===== src/sv/ibd_pkg.sv =====
`default_nettype none

package ibd_pkg;

  // Number of fields in one indoor bike data packet.
  localparam int NUM_FIELDS = 15;

  // Index one past the last field; marks "no field" in run bounds.
  localparam logic [3:0] FIELD_NONE = 4'd15;

  // Number of flag bits that select fields (bits 13 to 15 are unused).
  localparam int FLAG_BITS = 13;

  // Scale kinds: how a raw value becomes tenths of its unit.
  localparam logic [1:0] SCALE_HUNDREDTHS = 2'd0;
  localparam logic [1:0] SCALE_HALVES     = 2'd1;
  localparam logic [1:0] SCALE_UNITS      = 2'd2;
  localparam logic [1:0] SCALE_TENTHS     = 2'd3;

  // Division by ten as multiply by reciprocal; exact for inputs below 2**22.
  localparam logic [19:0] RECIP_TEN_MUL   = 20'd838861;
  localparam int          RECIP_TEN_SHIFT = 23;

  // One run of results handed from the parser to the result sequencer.
  // Fields start_field up to end_field - 1 are emitted. The first one carries
  // raw as a present value when first_present is set; the others are absent,
  // and marked truncated from trunc_from on.
  typedef struct packed {
    logic [23:0] raw;
    logic        first_present;
    logic [3:0]  trunc_from;
    logic [3:0]  end_field;
    logic [3:0]  start_field;
  } cmd_t;

  // Flag bit that controls each field; fields 8 to 10 share bit 8.
  function automatic logic [3:0] flag_bit(input logic [3:0] f);
    logic [3:0] b;
    case (f)
      4'd9:    b = 4'd8;
      4'd10:   b = 4'd8;
      4'd11:   b = 4'd9;
      4'd12:   b = 4'd10;
      4'd13:   b = 4'd11;
      4'd14:   b = 4'd12;
      default: b = f;
    endcase
    return b;
  endfunction

  // Flag value that means present; speed is present when its bit is clear.
  function automatic logic enabled_pol(input logic [3:0] f);
    return (f != 4'd0);
  endfunction

  // Number of little-endian bytes a field occupies.
  function automatic logic [1:0] field_size(input logic [3:0] f);
    logic [1:0] s;
    case (f)
      4'd4:    s = 2'd3;
      4'd10:   s = 2'd1;
      4'd11:   s = 2'd1;
      4'd12:   s = 2'd1;
      default: s = 2'd2;
    endcase
    return s;
  endfunction

  // Fields holding two's complement values.
  function automatic logic field_signed(input logic [3:0] f);
    return (f == 4'd5) || (f == 4'd6) || (f == 4'd7);
  endfunction

  function automatic logic [1:0] scale_kind(input logic [3:0] f);
    logic [1:0] k;
    case (f)
      4'd0:    k = SCALE_HUNDREDTHS;
      4'd1:    k = SCALE_HUNDREDTHS;
      4'd2:    k = SCALE_HALVES;
      4'd3:    k = SCALE_HALVES;
      4'd12:   k = SCALE_TENTHS;
      default: k = SCALE_UNITS;
    endcase
    return k;
  endfunction

endpackage

`default_nettype wire


===== src/sv/indoor_bike_data_field_decoder.sv =====
// Flow: an accepted input word is parsed combinationally and its result run is written to the run
// queue; the result sequencer then loads each result word of the run into its output register.
// Throughput: one input word per cycle while the run queue is not full, and one result word per
// cycle while out_tready allows; a word that opens a run of k results occupies the result sequencer
// for all k result words, and the run queue of QUEUE_DEPTH entries lets the parser keep taking words meanwhile.
// Reset: synchronous, active low; the parser returns to awaiting the flags and the run queue empties.
`default_nettype none

module indoor_bike_data_field_decoder #(
  parameter int QUEUE_DEPTH = 4
) (
  input  wire logic        clk,
  input  wire logic        rst_n,
  input  wire logic        in_tvalid,
  output      logic        in_tready,
  input  wire logic [7:0]  in_tdata,   // [7:0] data_byte
  input  wire logic        in_tlast,   // end_of_packet
  output      logic        out_tvalid,
  input  wire logic        out_tready,
  output      logic [39:0] out_tdata,  // [3:0] field_index, [32:4] value_tenths, zero above
  output      logic [1:0]  out_tuser,  // [0] present, [1] truncated
  output      logic        out_tlast   // last_field
);

  logic          in_fire;
  logic          cmd_push;
  ibd_pkg::cmd_t cmd_data;
  ibd_pkg::cmd_t head;
  logic          q_empty;
  logic          q_full;
  logic          q_pop;
  logic [3:0]    res_index;
  logic          res_present;
  logic [28:0]   res_value;
  logic          res_trunc;

  assign in_tready = !q_full;
  assign in_fire   = in_tvalid && in_tready;

  ibd_front u_front (
    .clk      (clk),
    .rst_n    (rst_n),
    .in_fire  (in_fire),
    .in_byte  (in_tdata),
    .in_eop   (in_tlast),
    .cmd_push (cmd_push),
    .cmd_data (cmd_data)
  );

  ibd_queue #(
    .DEPTH (QUEUE_DEPTH)
  ) u_queue (
    .clk       (clk),
    .rst_n     (rst_n),
    .push      (cmd_push),
    .push_data (cmd_data),
    .pop       (q_pop),
    .head      (head),
    .empty     (q_empty),
    .full      (q_full)
  );

  ibd_back u_back (
    .clk         (clk),
    .rst_n       (rst_n),
    .head        (head),
    .empty       (q_empty),
    .pop         (q_pop),
    .out_valid   (out_tvalid),
    .out_ready   (out_tready),
    .out_index   (res_index),
    .out_present (res_present),
    .out_value   (res_value),
    .out_trunc   (res_trunc),
    .out_last    (out_tlast)
  );

  assign out_tdata = {7'd0, res_value, res_index};
  assign out_tuser = {res_trunc, res_present};

endmodule

`default_nettype wire


===== src/sv/ibd_front.sv =====
`default_nettype none

module ibd_front (
  input  wire logic              clk,
  input  wire logic              rst_n,
  input  wire logic              in_fire,
  input  wire logic [7:0]        in_byte,
  input  wire logic              in_eop,
  output      logic              cmd_push,
  output      ibd_pkg::cmd_t     cmd_data
);

  // Parser phases.
  localparam logic [1:0] PH_LOW    = 2'd0;
  localparam logic [1:0] PH_HIGH   = 2'd1;
  localparam logic [1:0] PH_FIELDS = 2'd2;

  logic [1:0]                    phase_r, phase_nxt;
  logic [ibd_pkg::FLAG_BITS-1:0] flags_r, flags_nxt;
  logic [3:0]                    cur_r, cur_nxt;
  logic [1:0]                    cnt_r, cnt_nxt;
  logic [23:0]                   acc_r, acc_nxt;
  logic                          done_r, done_nxt;

  logic [ibd_pkg::FLAG_BITS-1:0] full_flags;
  logic [3:0]                    np_hdr;
  logic [3:0]                    np_fld;
  logic [23:0]                   acc_new;
  logic [1:0]                    cnt_inc;
  logic                          complete;

  function automatic logic field_present(input logic [ibd_pkg::FLAG_BITS-1:0] flags,
                                         input logic [3:0] f);
    return flags[ibd_pkg::flag_bit(f)] == ibd_pkg::enabled_pol(f);
  endfunction

  // First present field at or after 'from', or FIELD_NONE.
  function automatic logic [3:0] next_present(input logic [ibd_pkg::FLAG_BITS-1:0] flags,
                                              input logic [4:0] from);
    logic [3:0] res;
    res = ibd_pkg::FIELD_NONE;
    for (int f = ibd_pkg::NUM_FIELDS - 1; f >= 0; f--) begin
      if ((5'(f) >= from) && field_present(flags, 4'(f))) begin
        res = 4'(f);
      end
    end
    return res;
  endfunction

  function automatic ibd_pkg::cmd_t make_cmd(input logic [3:0] s, input logic [3:0] e,
                                             input logic [3:0] t, input logic p,
                                             input logic [23:0] raw);
    ibd_pkg::cmd_t c;
    c.start_field   = s;
    c.end_field     = e;
    c.trunc_from    = t;
    c.first_present = p;
    c.raw           = raw;
    return c;
  endfunction

  // Shared decode of the accepted word.
  assign full_flags = {in_byte[ibd_pkg::FLAG_BITS-9:0], flags_r[7:0]};
  assign np_hdr     = next_present(full_flags, 5'd0);
  assign np_fld     = next_present(flags_r, {1'b0, cur_r} + 5'd1);
  assign acc_new    = acc_r | ({16'd0, in_byte} << {cnt_r, 3'b000});
  assign cnt_inc    = cnt_r + 2'd1;
  assign complete   = (cnt_inc >= ibd_pkg::field_size(cur_r));

  // Parser: tracks the header, gathers field bytes and issues result runs.
  always_comb begin
    phase_nxt = phase_r;
    flags_nxt = flags_r;
    cur_nxt   = cur_r;
    cnt_nxt   = cnt_r;
    acc_nxt   = acc_r;
    done_nxt  = done_r;
    cmd_push  = 1'b0;
    cmd_data  = make_cmd(4'd0, 4'd0, 4'd0, 1'b0, 24'd0);
    if (in_fire) begin
      case (phase_r)
        PH_LOW: begin
          flags_nxt[7:0] = in_byte;
          phase_nxt      = PH_HIGH;
          if (in_eop) begin
            cmd_push = 1'b1;
            cmd_data = make_cmd(4'd0, ibd_pkg::FIELD_NONE, 4'd0, 1'b0, 24'd0);
          end
        end
        PH_HIGH: begin
          flags_nxt = full_flags;
          phase_nxt = PH_FIELDS;
          cur_nxt   = np_hdr;
          done_nxt  = (np_hdr == ibd_pkg::FIELD_NONE);
          if (in_eop) begin
            cmd_push = 1'b1;
            cmd_data = make_cmd(4'd0, ibd_pkg::FIELD_NONE, np_hdr, 1'b0, 24'd0);
          end else if (np_hdr != 4'd0) begin
            cmd_push = 1'b1;
            cmd_data = make_cmd(4'd0, np_hdr, ibd_pkg::FIELD_NONE, 1'b0, 24'd0);
          end
        end
        default: begin
          if (!done_r) begin
            if (complete) begin
              cmd_push = 1'b1;
              cmd_data = make_cmd(cur_r, in_eop ? ibd_pkg::FIELD_NONE : np_fld,
                                  in_eop ? np_fld : ibd_pkg::FIELD_NONE, 1'b1, acc_new);
              cur_nxt  = np_fld;
              cnt_nxt  = 2'd0;
              acc_nxt  = 24'd0;
              done_nxt = (np_fld == ibd_pkg::FIELD_NONE);
            end else begin
              cnt_nxt = cnt_inc;
              acc_nxt = acc_new;
              if (in_eop) begin
                cmd_push = 1'b1;
                cmd_data = make_cmd(cur_r, ibd_pkg::FIELD_NONE, cur_r, 1'b0, 24'd0);
              end
            end
          end
        end
      endcase
      // End of packet returns the parser to its idle state.
      if (in_eop) begin
        phase_nxt = PH_LOW;
        flags_nxt = '0;
        cur_nxt   = 4'd0;
        cnt_nxt   = 2'd0;
        acc_nxt   = 24'd0;
        done_nxt  = 1'b0;
      end
    end
  end

  always_ff @(posedge clk) begin
    if (!rst_n) begin
      phase_r <= PH_LOW;
      flags_r <= '0;
      cur_r   <= 4'd0;
      cnt_r   <= 2'd0;
      acc_r   <= 24'd0;
      done_r  <= 1'b0;
    end else begin
      phase_r <= phase_nxt;
      flags_r <= flags_nxt;
      cur_r   <= cur_nxt;
      cnt_r   <= cnt_nxt;
      acc_r   <= acc_nxt;
      done_r  <= done_nxt;
    end
  end

endmodule

`default_nettype wire


===== src/sv/ibd_queue.sv =====
`default_nettype none

module ibd_queue #(
  parameter int DEPTH = 4
) (
  input  wire logic          clk,
  input  wire logic          rst_n,
  input  wire logic          push,
  input  wire ibd_pkg::cmd_t push_data,
  input  wire logic          pop,
  output      ibd_pkg::cmd_t head,
  output      logic          empty,
  output      logic          full
);

  localparam int IDX_W = (DEPTH > 1) ? $clog2(DEPTH) : 1;
  localparam int CNT_W = $clog2(DEPTH + 1);

  ibd_pkg::cmd_t      slots_r [DEPTH];
  logic [IDX_W-1:0]   wr_ptr_r, wr_ptr_nxt;
  logic [IDX_W-1:0]   rd_ptr_r, rd_ptr_nxt;
  logic [CNT_W-1:0]   count_r, count_nxt;

  function automatic logic [IDX_W-1:0] wrap_inc(input logic [IDX_W-1:0] p);
    return (p == IDX_W'(DEPTH - 1)) ? '0 : p + 1'b1;
  endfunction

  assign empty = (count_r == '0);
  assign full  = (count_r == CNT_W'(DEPTH));
  assign head  = slots_r[rd_ptr_r];

  // Pointer and occupancy update.
  always_comb begin
    wr_ptr_nxt = push ? wrap_inc(wr_ptr_r) : wr_ptr_r;
    rd_ptr_nxt = pop ? wrap_inc(rd_ptr_r) : rd_ptr_r;
    count_nxt  = count_r;
    if (push && !pop) begin
      count_nxt = count_r + 1'b1;
    end else if (pop && !push) begin
      count_nxt = count_r - 1'b1;
    end
  end

  always_ff @(posedge clk) begin
    if (!rst_n) begin
      wr_ptr_r <= '0;
      rd_ptr_r <= '0;
      count_r  <= '0;
    end else begin
      wr_ptr_r <= wr_ptr_nxt;
      rd_ptr_r <= rd_ptr_nxt;
      count_r  <= count_nxt;
    end
  end

  // Entry storage.
  always_ff @(posedge clk) begin
    if (push) begin
      slots_r[wr_ptr_r] <= push_data;
    end
  end

endmodule

`default_nettype wire


===== src/sv/ibd_back.sv =====
`default_nettype none

module ibd_back (
  input  wire logic          clk,
  input  wire logic          rst_n,
  input  wire ibd_pkg::cmd_t head,
  input  wire logic          empty,
  output      logic          pop,
  output      logic          out_valid,
  input  wire logic          out_ready,
  output      logic [3:0]    out_index,
  output      logic          out_present,
  output      logic [28:0]   out_value,
  output      logic          out_trunc,
  output      logic          out_last
);

  logic        busy_r, busy_nxt;
  logic [3:0]  f_r, f_nxt;
  logic        valid_r, valid_nxt;
  logic [3:0]  index_r;
  logic        present_r;
  logic [28:0] value_r;
  logic        trunc_r;

  logic [3:0]  cur_f;
  logic [3:0]  next_f;
  logic        load;
  logic        emit;
  logic        is_present;

  // Sign or zero extension by field size, then scaling to tenths.
  function automatic logic [28:0] scale_value(input logic [3:0] f, input logic [23:0] raw);
    logic [28:0] sx;
    logic [16:0] biased;
    logic [36:0] prod;
    logic [28:0] res;
    case (ibd_pkg::field_size(f))
      2'd1:    sx = {21'd0, raw[7:0]};
      2'd2:    sx = ibd_pkg::field_signed(f) ? {{13{raw[15]}}, raw[15:0]}
                                              : {13'd0, raw[15:0]};
      default: sx = {5'd0, raw};
    endcase
    biased = {1'b0, raw[15:0]} + 17'd5;
    prod   = {20'd0, biased} * {17'd0, ibd_pkg::RECIP_TEN_MUL};
    case (ibd_pkg::scale_kind(f))
      ibd_pkg::SCALE_HUNDREDTHS: res = {15'd0, prod[36:ibd_pkg::RECIP_TEN_SHIFT]};
      ibd_pkg::SCALE_HALVES:     res = (sx << 2) + sx;
      ibd_pkg::SCALE_UNITS:      res = (sx << 3) + (sx << 1);
      default:                   res = sx;
    endcase
    return res;
  endfunction

  // Walk the head run one field per cycle, while the output register can load, into the output register.
  assign cur_f      = busy_r ? f_r : head.start_field;
  assign next_f     = cur_f + 4'd1;
  assign load       = !valid_r || out_ready;
  assign emit       = !empty && load;
  assign pop        = emit && (next_f == head.end_field);
  assign is_present = head.first_present && (cur_f == head.start_field);

  always_comb begin
    busy_nxt  = busy_r;
    f_nxt     = f_r;
    valid_nxt = valid_r;
    if (load) begin
      valid_nxt = emit;
    end
    if (emit) begin
      busy_nxt = !pop;
      f_nxt    = next_f;
    end
  end

  always_ff @(posedge clk) begin
    if (!rst_n) begin
      busy_r  <= 1'b0;
      f_r     <= 4'd0;
      valid_r <= 1'b0;
    end else begin
      busy_r  <= busy_nxt;
      f_r     <= f_nxt;
      valid_r <= valid_nxt;
    end
  end

  // Result word payload.
  always_ff @(posedge clk) begin
    if (emit) begin
      index_r   <= cur_f;
      present_r <= is_present;
      value_r   <= is_present ? scale_value(cur_f, head.raw) : 29'd0;
      trunc_r   <= !is_present && (cur_f >= head.trunc_from);
    end
  end

  assign out_valid   = valid_r;
  assign out_index   = index_r;
  assign out_present = present_r;
  assign out_value   = value_r;
  assign out_trunc   = trunc_r;
  assign out_last    = (index_r == 4'(ibd_pkg::NUM_FIELDS - 1));

endmodule

`default_nettype wire

===== config.mk =====
export PLATFORM = sky130hd
export DESIGN_NAME = indoor_bike_data_field_decoder
export DESIGN_NICKNAME = d
export VERILOG_FILES = /design/src/sv/ibd_pkg.sv /design/src/sv/indoor_bike_data_field_decoder.sv /design/src/sv/ibd_front.sv /design/src/sv/ibd_queue.sv /design/src/sv/ibd_back.sv
export SDC_FILE = /design/constraint.sdc
export NUM_CORES = 1
export LEC_CHECK = 0
export BUFFER_PORTS_ARGS = -buffer_cell sky130_fd_sc_hd__buf_2
export CAP_MARGIN = 20
export CORE_MARGIN = 5
export CORE_UTILIZATION = 50
export DETAILED_ROUTE_END_ITERATION = 10
export PLACE_DENSITY = 0.69
export RECOVER_POWER = 25
export SLEW_MARGIN = 20
export SYNTH_ARGS = -nofsm -noshare
export SYNTH_HDL_FRONTEND = slang
export SYNTH_HIERARCHICAL = 1
export SYNTH_SLANG_ARGS = --single-unit
export TNS_END_PERCENT = 1

===== constraint.sdc =====
create_clock -name clk -period 6.9 [get_ports clk]
set_input_delay 0.345 -clock clk [delete_from_list [all_inputs] [get_ports clk]]
set_output_delay 0.345 -clock clk [all_outputs]
set_load 0.01 [all_outputs]

# After elaboration in Yosys (flattened, before gate mapping)
# Memories as Yosys holds them, arrays and structs flattened. A register that Yosys moved wholly into a read port is not among the register bits.
# Cells that the tools add are included.
[word_totals]
latch_bits = 0
wordCells = 216
ramBits = 148
ff_bits = 94
rom_bits = 0
n_memories = 1
[mem_list]
columns = ["name", "depth", "width", "read_ports", "rd_clocked_by_memory_dff", "write_ports", "line", "rtl"]
rows = [
  ["u_queue.slots_r", 4, 37, 1, 1, 1, "ibd_queue.sv:19", "ibd_pkg::cmd_t slots_r [DEPTH];"],
]
[op_classes]
n_mux = 84
n_shift = 1
reduce_logical = 52
div_mod_pow = 0
add_sub_neg = 10
magnitude_cmp = 17
eq_ne = 31
multipliers = 1
n_bitwise = 2
[ops]
columns = ["op", "count"]
rows = [
  ["37-bit two-way mux", 4],
  ["4-bit two-way mux", 32],
  ["24-bit two-way mux", 4],
  ["29-bit case mux with 3 select lines", 1],
  ["37-bit case mux with 2 select lines", 1],
  ["29-bit adder", 2],
  ["29-bit two-way mux", 2],
  ["29-bit case mux with 2 select lines", 1],
  ["17-bit by 20-bit multiplier with 37-bit output, second input constant", 1],
  ["4-bit equality test, second input constant", 9],
  ["4-bit by 5-bit >= comparator with 1-bit output, first input constant", 7],
  ["12-bit two-way mux", 2],
  ["24-bit bitwise OR", 1],
  ["8-bit by 5-bit left shift with 24-bit output", 1],
  ["1-bit logical AND", 22],
  ["2-bit two-way mux", 11],
  ["4-bit by 3-bit equality test with 1-bit output, second input constant", 5],
  ["3-bit by 5-bit >= comparator with 1-bit output, first input constant", 4],
  ["16-bit by 3-bit adder with 17-bit output, second input constant", 1],
  ["8-bit two-way mux", 2],
  ["1-bit two-way mux", 13],
  ["13-bit two-way mux", 1],
  ["2-bit case mux with 2 select lines", 3],
  ["1-bit by 5-bit >= comparator with 1-bit output, first input constant", 2],
  ["36 further kinds", 66],
]

# Logic depth before layout (Yosys ltp)
# Gate-level depths: netlist (run 1).
[depth]
ltp_word = 23
mapped_depth = 31
ltp_nobuf = 29

# Cells and area by module
# Netlist (run 1), hierarchy kept.
[by_module_without_submodules]
columns = ["mod", "seq_area_each_um2", "instances", "area_each_um2", "cells_per_inst"]
rows = [
  ["ibd_back", 1171.1, 1, 8242.9, 896],
  ["ibd_queue", 4624.4, 1, 5853.1, 237],
  ["ibd_front", 920.9, 1, 3321.9, 470],
  ["indoor_bike_data_field_decoder", 0.0, 1, 81.3, 12],
]

# Worst setup path after synthesis (run 1)
# OpenSTA, ideal clock, no wires.
[synth_path]
kind = "reg-to-reg"
startpoint = "reg (tool-made name)"
endpoint = "reg u_back.value_r[12] (netlist: u_back/out_value[12]), data pin"
stages_incl_launch_ff = 29
t_arrival_ns = 6.895
synth_period_minus_slack_ns = 7.157
slack_ns = -0.257
cell_sequence = "dfxtp_1 > buf_6 > buf_12 > mux4_2 > ha_1 > nor2_1 > nor2_1 > and3_1 > xor2_1 > ha_1 > inv_1 > fa_1 > inv_1 > fa_1 > fa_1 > inv_1 > fa_1 > fa_1 > inv_1 > ha_1 > and3_1 > and4_1 > o21ai_0 > nand3_1 > o21ai_1 > o21ai_2 > a211oi_1 > mux2i_1 > o21ai_0"
[synth_lines]
columns = ["element", "line", "rtl"]
rows = [
  ["end signal: assignment", "ibd_back.sv:93", "value_r <= is_present ? scale_value(cur_f, head.raw) : 29'd0;"],
  ["end: declaration", "ibd_back.sv:23", "logic [28:0] value_r;"],
]

==> metrics.md, run 1 <==
| Metric | Value |
|---|---|
| Number of global-route vias before repair | `about 13,000` |
| WP data arrival | `between 7 and 8 ns` |
| CP Capture Point | `u_back/out_value[9]` |
| Clock Skew | `between 0.01 and 0.015 ns` |
| Post-DP HPWL | `32.9 mm` |
| Post-synthesis async set-or-reset flop share | `0%` |
| Cell Area, Synth | `0.0175 mm²` |
| CTS tree | `built` |
| DR iter-0 viols | `slightly above 900` |
| GRT overflow | `0` |
| Diodes inserted | `0` |
| Syn avg cell area | `approximately 11 µm²` |
| Drt wl/cell | `around 19 µm` |
| Fin. max-slew vios | `43` |
| Hold Fails Final Rpt | `0` |
| Hold-fix buffers, CTS | `0` |
| FILL cells | `2,847` |
| Critical path peak fanout | `8` |
| Drt total wl | `roughly 44 mm` |
| Cell taking the most area after synthesis | `edfxtp_1` |
| Die area | `about 0.039 mm²` |
| Vias | `about 13,000` |
| Share of the synthesized area in the top cell type | `31.4%` |
| DIE WIDTH | `roughly 200 µm` |
| Failing checks | `max-capacitance violations, max-slew violations, negative setup slack` |
| Core ar. | `between 0.03 and 0.04 mm²` |
| Crit path time final | `between 6 and 7 ns` |
| Clock-pin slew on the worst setup and hold paths | `0.06 ns` |
| Ratio of cells with drive above 1 in the final layout | `between 10% and 20%` |
| Max-Cap Viols | `2` |
| Ys flop type | `edfxtp_1` |
| Initial antenna violation count | `0` |
| Initial Util | `approximately half` |
| DR vias/cell | `roughly 5.7` |
| RSZ-0062 raised after global routing | `yes` |
| Clk_lat worst skew | `roughly 0.56 ns` |
| YS warnings | `6` |
| Final Cell Area | `about 0.020 mm²` |
| # port buffers | `50` |
| Setup violations, final | `4` |
| Seq/Total Area, Yosys | `38.4%` |
| Max stage delay on crit path | `approximately 0.58 ns` |
| Worst r2r dst | `u_back/out_value[9]` |
| Synth Register Bits | `about 240` |
| Reg2reg setup slack | `-0.06 ns` |
| Worst path required time | `7.19 ns` |
| Max clock buf depth | `3` |
| Inserted Clock Buffers | `27` |
| Peak Freq | `0.144 GHz` |
| Rows | `a little under 70` |
| Distinct cell type count after synthesis | `about 90` |
| Slew @ Worst Pin | `approximately 2.6 ns` |
| Largest net degree at the start of global routing | `42` |
| Final worst setup slack | `-0.0650 ns` |
| Antenna viol nets, final | `0` |
| Global-route wire length before repair | `between 60 and 70 mm` |
| DP Area | `roughly 0.019 mm²` |
| RePlAce Congestion | `between 0.9 and 1` |
| Area of the multi-input gates | `0.0102 mm²` |
| DRC viols | `0` |
| Die Span Y | `around 200 µm` |
| # nets final | `between 2,000 and 2,500` |
| Pre-antenna DRT Iters | `6` |
| H-tree depth | `1` |
| CTS Sinks | `244` |
| FF-to-FF path depth | `30` |
| Crit share post-route | `101%` |
| EDFF count, synth | `roughly 180` |
| Total global-route track usage | `between 20 and 25%` |
| Outcome | `finished, violations left` |
| Hold WC Path Type | `in2reg` |
| Largest cells by area after synthesis | `edfxtp_1 31%, ha_1 12%, fa_1 9.4%` |
| CTS root buf | `clkbuf_16` |
| Slew margin rel. | `-70.4%` |
| Synth Instances | `between 1,500 and 2,000` |
| Io pins | `just under 60` |
| CP Launch Type | `flop` |
| Critical Path End Type | `flop` |
| Crit Path Class | `reg2reg` |
| Crit-path slowest cell | `mux4_2` |
| Register area | `0.00672 mm²` |
| Area delta synth->final | `16.2%` |
final cells by class:
type | count | share of cell area (%)
multi-input cells | 1120 | 50.2
repair buffers | 188 | 6.10
clock buffers | 37 | 3.76
clock inverters | 13 | 0.621
flip-flops and latches | 244 | 33.0
well taps | 455 | 2.80
inverters | 192 | 3.54
sequential cells by signal, indices dropped and copies added (netlist names), 2 cells and up, named ones only:
name,flops
u_back/f_r,4
u_queue/count_r,3
u_queue/wr_ptr_r,2
u_back/out_index,4
u_front/phase_r,2
u_queue/rd_ptr_r,2
u_front/cnt_r,2
u_front/acc_r,24
u_front/cur_r,4
u_back/out_value,29
u_queue/slots_r,148
u_front/flags_r,13
routing by layer:
layer / vias to the layer above / GRT usage [%] / wire, µm
met5: - / 0 / 0
met4: 0 / 5.26 / 1100
met3: 83 / 2.88 / 2160
met2: 406 / 40.0 / 22300
met1: 6295 / 28.8 / 18300
li1: 6088 / - / -
cell families after synthesis:
logic type / Yosys count / share of synthesized area (%)
flip-flops: 244 / 38.4
AND/OR/NAND/NOR: 382 / 10.6
adder cells (fa/ha/maj): 254 / 21.7
buffers and inverters: 257 / 6.23
multiplexers: 53 / 5.87
other: 1 / 0.0214
XOR/XNOR: 66 / 3.30
AO/OA/AOI/OAI: 358 / 13.9
layout by cell type (no fill, tap or decap), types with 49 or more instances in the layout:
cell and count:
nand2_1 71, ha_1 157, edfxtp_1 183, a21oi_1 85, inv_1 178, buf_4 130, fa_1 76, o21ai_0 64
dfxtp_1 60, clkbuf_1 49, nor2_1 133
worst max-delay path, delay by kind of cell (launching register included):
family	cells	cell delay [ns]
compound gates	7	1.06
fa+ha+maj	8	3.28
simple gates	4	0.48
buf+inv	8	0.59
mux	1	0.58
xor+xnor	2	0.33
flops	1	0.35
what timing repair did:
action                                  4_1_cts  5_1_grt
setup buffers                                 6       11
pin swaps                                    30       49
resized for setup                            25       50
endpoints found under the setup margin       13       14
cloned                                        0        0
how the worst min path moves through the flow:
stage	start	slack, ns	cells after the start	to
after floorplan	u_front/acc_r[16]	0.47	2	u_front/acc_r[16]
after global placement	u_front/acc_r[20]	0.48	2	u_front/acc_r[20]
after detailed placement	u_front/acc_r[16]	0.49	2	u_front/acc_r[16]
after CTS	out_tready	0.07	3	u_back/out_valid
after global routing	out_tready	0.09	3	u_back/out_valid
final	out_tready	0.09	3	u_back/out_valid
synth_stat cells (4+ instances only):
cell and count:
a22o_1 4, nor3_1 24, nand4_1 8, nand2b_1 15, fa_1 82, and3_1 14, a211o_1 4, clkbuf_1 31
o31a_1 5, or3_1 9, o21bai_1 5, a22oi_1 37, edfxtp_1 183, buf_2 15, nor2b_1 30, xnor2_1 41
nand3_1 21, a211oi_1 13, a21o_1 29, a221oi_1 6, nor3b_1 13, buf_4 9, a41oi_1 6, and2_1 12
o21a_1 14, o211ai_1 4, a21boi_0 4, nand2_1 73, dfxtp_1 61, o22ai_1 8, o21ai_0 67, o21ai_1 5
mux4_1 7, mux2i_1 14, a31oi_1 8, nor2_1 140, ha_1 172, xor2_1 25, a21oi_1 93, mux4_2 30
inv_1 188
through the flow:
step	TNS [ns]	hold WS, ns	worst slack [ns]	utilization (%)	instances
floorplan	0	0.466	0.00579	-	1621
global placement	-1.31	0.482	-0.232	55.1	2182
detailed placement	-2.21	0.487	-0.305	55.1	2182
CTS	-0.0420	0.0671	-0.0340	58.1	2238
global route	-3.11	0.0932	-0.371	58.9	2249
finish	-0.162	0.0883	-0.0650	58.9	2249
Power of run 1 is left out: the tool's default activity adds up to more than one toggle a clock period on the data nets, which glitch-free logic cannot reach.
==> run 2, diff against run 1 <==
- CORE_UTILIZATION: 50 -> 35
- CTS_CLUSTER_DIAMETER: not set -> 100
- PLACE_DENSITY: 0.69 -> not set
==> metrics.md, run 2 (synthesis results as in run 1) <==
| Metric | Value |
|---|---|
| Most flops, register | `u_queue/slots_r` |
| CTS tree | `built` |
| Hold Path Depth | `3` |
| Hold Fails Final Rpt | `0` |
| Worst r2r dst | `u_back/out_value[9]` |
| Initial Util | `a little over a third` |
| Inserted Clock Buffers | `26` |
| Worst Path Buf+Inv | `7` |
| Fin. max-slew vios | `a little under 60` |
| Rows | `between 80 and 90` |
| Core ar. | `0.0498 mm²` |
| DRC viols | `0` |
| Clock Skew | `approximately 0.025 ns` |
| Crit share post-route | `102%` |
| # nets final | `slightly above 2,000` |
| Vias | `12,700` |
| Global-route wire length before repair | `between 60 and 70 mm` |
| Max clock buf depth | `3` |
| Hold WC Path Type | `in2reg` |
| Die area | `roughly 0.055 mm²` |
| Hold path startpoint | `out_tready` |
| Outcome | `finished, violations left` |
| RSZ-0062 raised after global routing | `yes` |
| Crit Path Class | `reg2reg` |
| Io pins | `58` |
| Worst path top cell family by delay | `adder cells` |
| Post-DP HPWL | `between 30 and 40 mm` |
| CP Launch Type | `flop` |
| DR vias/cell | `~5.1` |
| Ratio of cells with drive above 1 in the final layout | `roughly a fifth` |
| Worst path required time | `between 7 and 8 ns` |
| Slew @ Worst Pin | `~2.6 ns` |
| Hold-fix buffers, CTS | `0` |
| Max-Cap Viols | `2` |
| # port buffers | `50` |
| Final std cells w/o fill | `2,500` |
| Largest net degree at the start of global routing | `42` |
| DR iter-0 viols | `770` |
| WP data arrival | `about 7.3 ns` |
| Reg2reg setup slack | `-0.15 ns` |
| Setup violations, final | `9` |
| Diodes inserted | `0` |
| Clock-pin slew on the worst setup and hold paths | `about 0.060 ns` |
| Failing checks | `max-capacitance violations, max-slew violations, negative setup slack` |
| Crit path time final | `a little over 7 ns` |
| Slew margin rel. | `-75.0%` |
| Max stage delay on crit path | `roughly 0.60 ns` |
| H-tree depth | `1` |
| Max reg flops | `around 150` |
| RePlAce Congestion | `0.887` |
| Hold endpoint | `u_back/out_valid` |
| FF-to-FF path depth | `29` |
| Commonest cells after routing, fill and taps aside | `183 x edfxtp_1, 179 x inv_1, 162 x buf_4` |
| CTS Sinks | `about 240` |
| Peak Freq | `between 0.1 and 0.15 GHz` |
| Most common cell after layout, fill and taps aside | `edfxtp_1` |
| Antenna viol nets, final | `0` |
| Initial antenna violation count | `0` |
| Drt total wl | `about 44 mm` |
| Pre-antenna DRT Iters | `5` |
| Final worst setup slack | `-0.149 ns` |
| Crit-path slowest cell | `mux4_2` |
| DIE WIDTH | `roughly 230 µm` |
| Number of global-route vias before repair | `approximately 13,000` |
| Critical path peak fanout | `8` |
| Critical Path End Type | `flop` |
| CTS root buf | `clkbuf_16` |
| GRT overflow | `0` |
| DP Cell Count | `~2,400` |
| Clk_lat worst skew | `approximately 0.54 ns` |
| Total global-route track usage | `16.0%` |
| Die Span Y | `between 200 and 250 µm` |
| Drt wl/cell | `between 15 and 20 µm` |
| Area delta synth->final | `19.4%` |
-- run 2: worst min-delay path, delay by kind of cell --
kind / cells / cell delay, ns
and+or+nand+nor: 1 / 0.12
buffers and inverters: 1 / 0.09
AOI/OAI and AO/OA: 1 / 0.08
-- run 2: per-layer routing --
layer / vias up / part of all wire, % / GRT usage (%)
met5: - / 0 / 0
met4: 0 / 2.7 / 4.39
met3: 71 / 3.6 / 2.20
met2: 225 / 50 / 28.2
met1: 6233 / 43 / 20.7
li1: 6154 / - / -
-- run 2: final cells by class --
class | count | area [µm²]
inverters | 192 | 721
clock inverters | 14 | 88.8
flip-flops and latches | 244 | 6720
fillers | 4813 | 28900
multi-input cells | 1120 | 10300
repair buffers | 224 | 1540
well taps | 672 | 841
clock buffers | 34 | 702
-- run 2: how the worst max path moves through the flow --
| stage | start | slack (ns) | endpoint | cells after the start |
|---|---|---|---|---|
| 2_1_floorplan | flop | 0.006 | u_back/out_value[12] | 28 |
| 3_3_place_gp | flop | -0.33 | u_back/out_value[1] | 30 |
| 3_5_place_dp | flop | -0.42 | u_back/out_value[12] | 28 |
| 4_1_cts | flop | -0.13 | u_back/out_value[8] | 28 |
| 5_1_grt | flop | -0.43 | u_back/out_value[12] | 31 |
| 6_report | flop | -0.15 | u_back/out_value[9] | 29 |
-- run 2: through the flow --
step	setup TNS (ns)	hold slack [ns]	cell area [µm²]	setup WS, ns	util [%]
2_1_floorplan	0	0.466	17600	0.00579	-
3_3_place_gp	-2.68	0.482	19500	-0.329	39.2
3_5_place_dp	-3.87	0.484	19500	-0.425	39.2
4_1_cts	-0.475	0.126	20800	-0.126	41.7
5_1_grt	-4.18	0.136	20900	-0.432	42.0
6_report	-0.779	0.143	20900	-0.149	42.0
-- run 2: repair_timing --
action	4_1_cts	5_1_grt
setup buffers	21	8
endpoints found under the hold margin	0	0
setup endpoints to repair	14	14
pin swaps	63	31
gates resized for setup	70	19
Power of run 2 is left out for the same reason.
==> run 3, diff against run 2 <==
- CORE_MARGIN: 5 -> 2
- CORE_UTILIZATION: 35 -> 45
==> metrics.md, run 3 (synthesis results as in run 1) <==
| Metric | Value |
|---|---|
| Initial antenna violation count | `0` |
| Largest net degree at the start of global routing | `42` |
| Final Core Density | `53.3%` |
| CTS root buf | `clkbuf_16` |
| RePlAce Congestion | `roughly 0.92` |
| Die Span Y | `about 200 µm` |
| # port buffers | `50` |
| Final std cells w/o fill | `2,317` |
| Setup violations, final | `11` |
| Crit-path slowest cell | `mux4_2` |
| Hold Fails Final Rpt | `0` |
| Max stage delay on crit path | `approximately 0.60 ns` |
| CTS Sinks | `approximately 240` |
| Core ar. | `0.0386 mm²` |
| Vias | `12,700` |
| Crit share post-route | `102%` |
| Slew @ Worst Pin | `2.46 ns` |
| Clock Skew | `roughly 0.026 ns` |
| CTS tree | `built` |
| Initial Util | `between 40% and 50%` |
| Hold WC Path Type | `in2reg` |
| CP Launch Type | `flop` |
| WHS | `0.0629 ns` |
| RSZ-0062 raised after global routing | `yes` |
| Critical Path End Type | `flop` |
| DR iter-0 viols | `between 600 and 700` |
| Most flops, register | `u_queue/slots_r` |
| Dpl ws | `-0.624 ns` |
| Hold path startpoint | `out_tready` |
| Final worst setup slack | `-0.156 ns` |
| Antenna viol nets, final | `0` |
| Rows | `72` |
| Max clock buf depth | `3` |
| Total global-route track usage | `a little over a fifth` |
| # nets final | `around 2,000` |
| Pre-antenna DRT Iters | `5` |
| DRC viols | `0` |
| Inserted Clock Buffers | `29` |
| Area delta synth->final | `17.5%` |
| H-tree depth | `1` |
| Clock-pin slew on the worst setup and hold paths | `~0.06 ns` |
| DR vias/cell | `between 5 and 6` |
| Hold-fix buffers, CTS | `0` |
| Die area | `about 0.040 mm²` |
| Clk_lat worst skew | `around 0.58 ns` |
| Number of global-route vias before repair | `approximately 13,000` |
| Worst path required time | `7.21 ns` |
| Drt total wl | `between 40 and 50 mm` |
| Crit Path Class | `reg2reg` |
| Area of the multi-input gates | `0.0102 mm²` |
| Crit path time final | `~7.1 ns` |
| Outcome | `finished, violations left` |
| Drt wl/cell | `between 15 and 20 µm` |
| Io pins | `58` |
| DIE WIDTH | `201 µm` |
| FILL cells | `~3,500` |
| Peak Freq | `0.142 GHz` |
| Fin. max-slew vios | `42` |
| Ratio of cells with drive above 1 in the final layout | `19.2%` |
| Max-Cap Viols | `1` |
| Failing checks | `max-capacitance violations, max-slew violations, negative setup slack` |
| Slew margin rel. | `-63.8%` |
| Post-DP HPWL | `between 30 and 40 mm` |
| Global-route wire length before repair | `about 70 mm` |
| Most common cell after layout, fill and taps aside | `edfxtp_1` |
| Commonest cells after routing, fill and taps aside | `183 x edfxtp_1, 178 x inv_1, 156 x ha_1` |
| Max reg flops | `148` |
| Register area | `0.00672 mm²` |
| Critical path peak fanout | `5` |
| GRT overflow | `0` |
| Diodes inserted | `0` |
| DP Cell Count | `between 2,000 and 2,500` |
| WP data arrival | `7.36 ns` |
-- run 3: metrics by stage --
stage	TNS, ns	cell area, µm²
after floorplan	0	17600
after global placement	-4.21	19200
after detailed placement	-5.55	19200
after CTS	-0.265	20400
after global routing	-3.72	20600
final	-0.996	20600
-- run 3: timing repair --
| item | 4_1_cts | 5_1_grt |
|---|---|---|
| hold endpoints to repair | 0 | 0 |
| endpoints found under the setup margin | 14 | 14 |
| pin swaps | 42 | 19 |
| resized for setup | 60 | 25 |
| cloned | 0 | 1 |
| setup buffers | 9 | 4 |
-- run 3: cell type report --
class / instances / area share [%]
Multi-Input combinational cell: 1120 / 49.8
Timing Repair Buffer: 192 / 6.32
Clock inverter: 16 / 0.852
Sequential cell: 244 / 32.7
Inverter: 192 / 3.51
Clock buffer: 35 / 3.64
Tap cell: 518 / 3.15
-- run 3: per-layer routing --
metal | GRT usage (%) | share of wire [%]
met2 | 37.9 | 50
met4 | 5.83 | 2.8
met5 | 0 | 0
met3 | 2.51 | 3.9
met1 | 27.9 | 44
-- run 3: path summary, 6_finish.rpt --
kind                                             end  slack [ns]  cells after the start
worst min-delay path                u_back/out_valid        0.06                      3
worst max register to register  u_back/out_value[11]       -0.16                     28
worst min register to register     u_front/acc_r[16]        0.50                      2
worst max-delay path            u_back/out_value[11]       -0.16                     28
-- run 3: worst max-delay path: cells and delay by family, from the launching register on --
family	cells	cell delay, ns
and+or+nand+nor	6	0.91
DFF	1	0.42
AOI/OAI and AO/OA	5	0.71
adders and majority gates	8	3.29
buffers and inverters	6	0.52
muxes	1	0.60
xor gates and xnor gates	2	0.33
Power of run 3 is left out for the same reason.
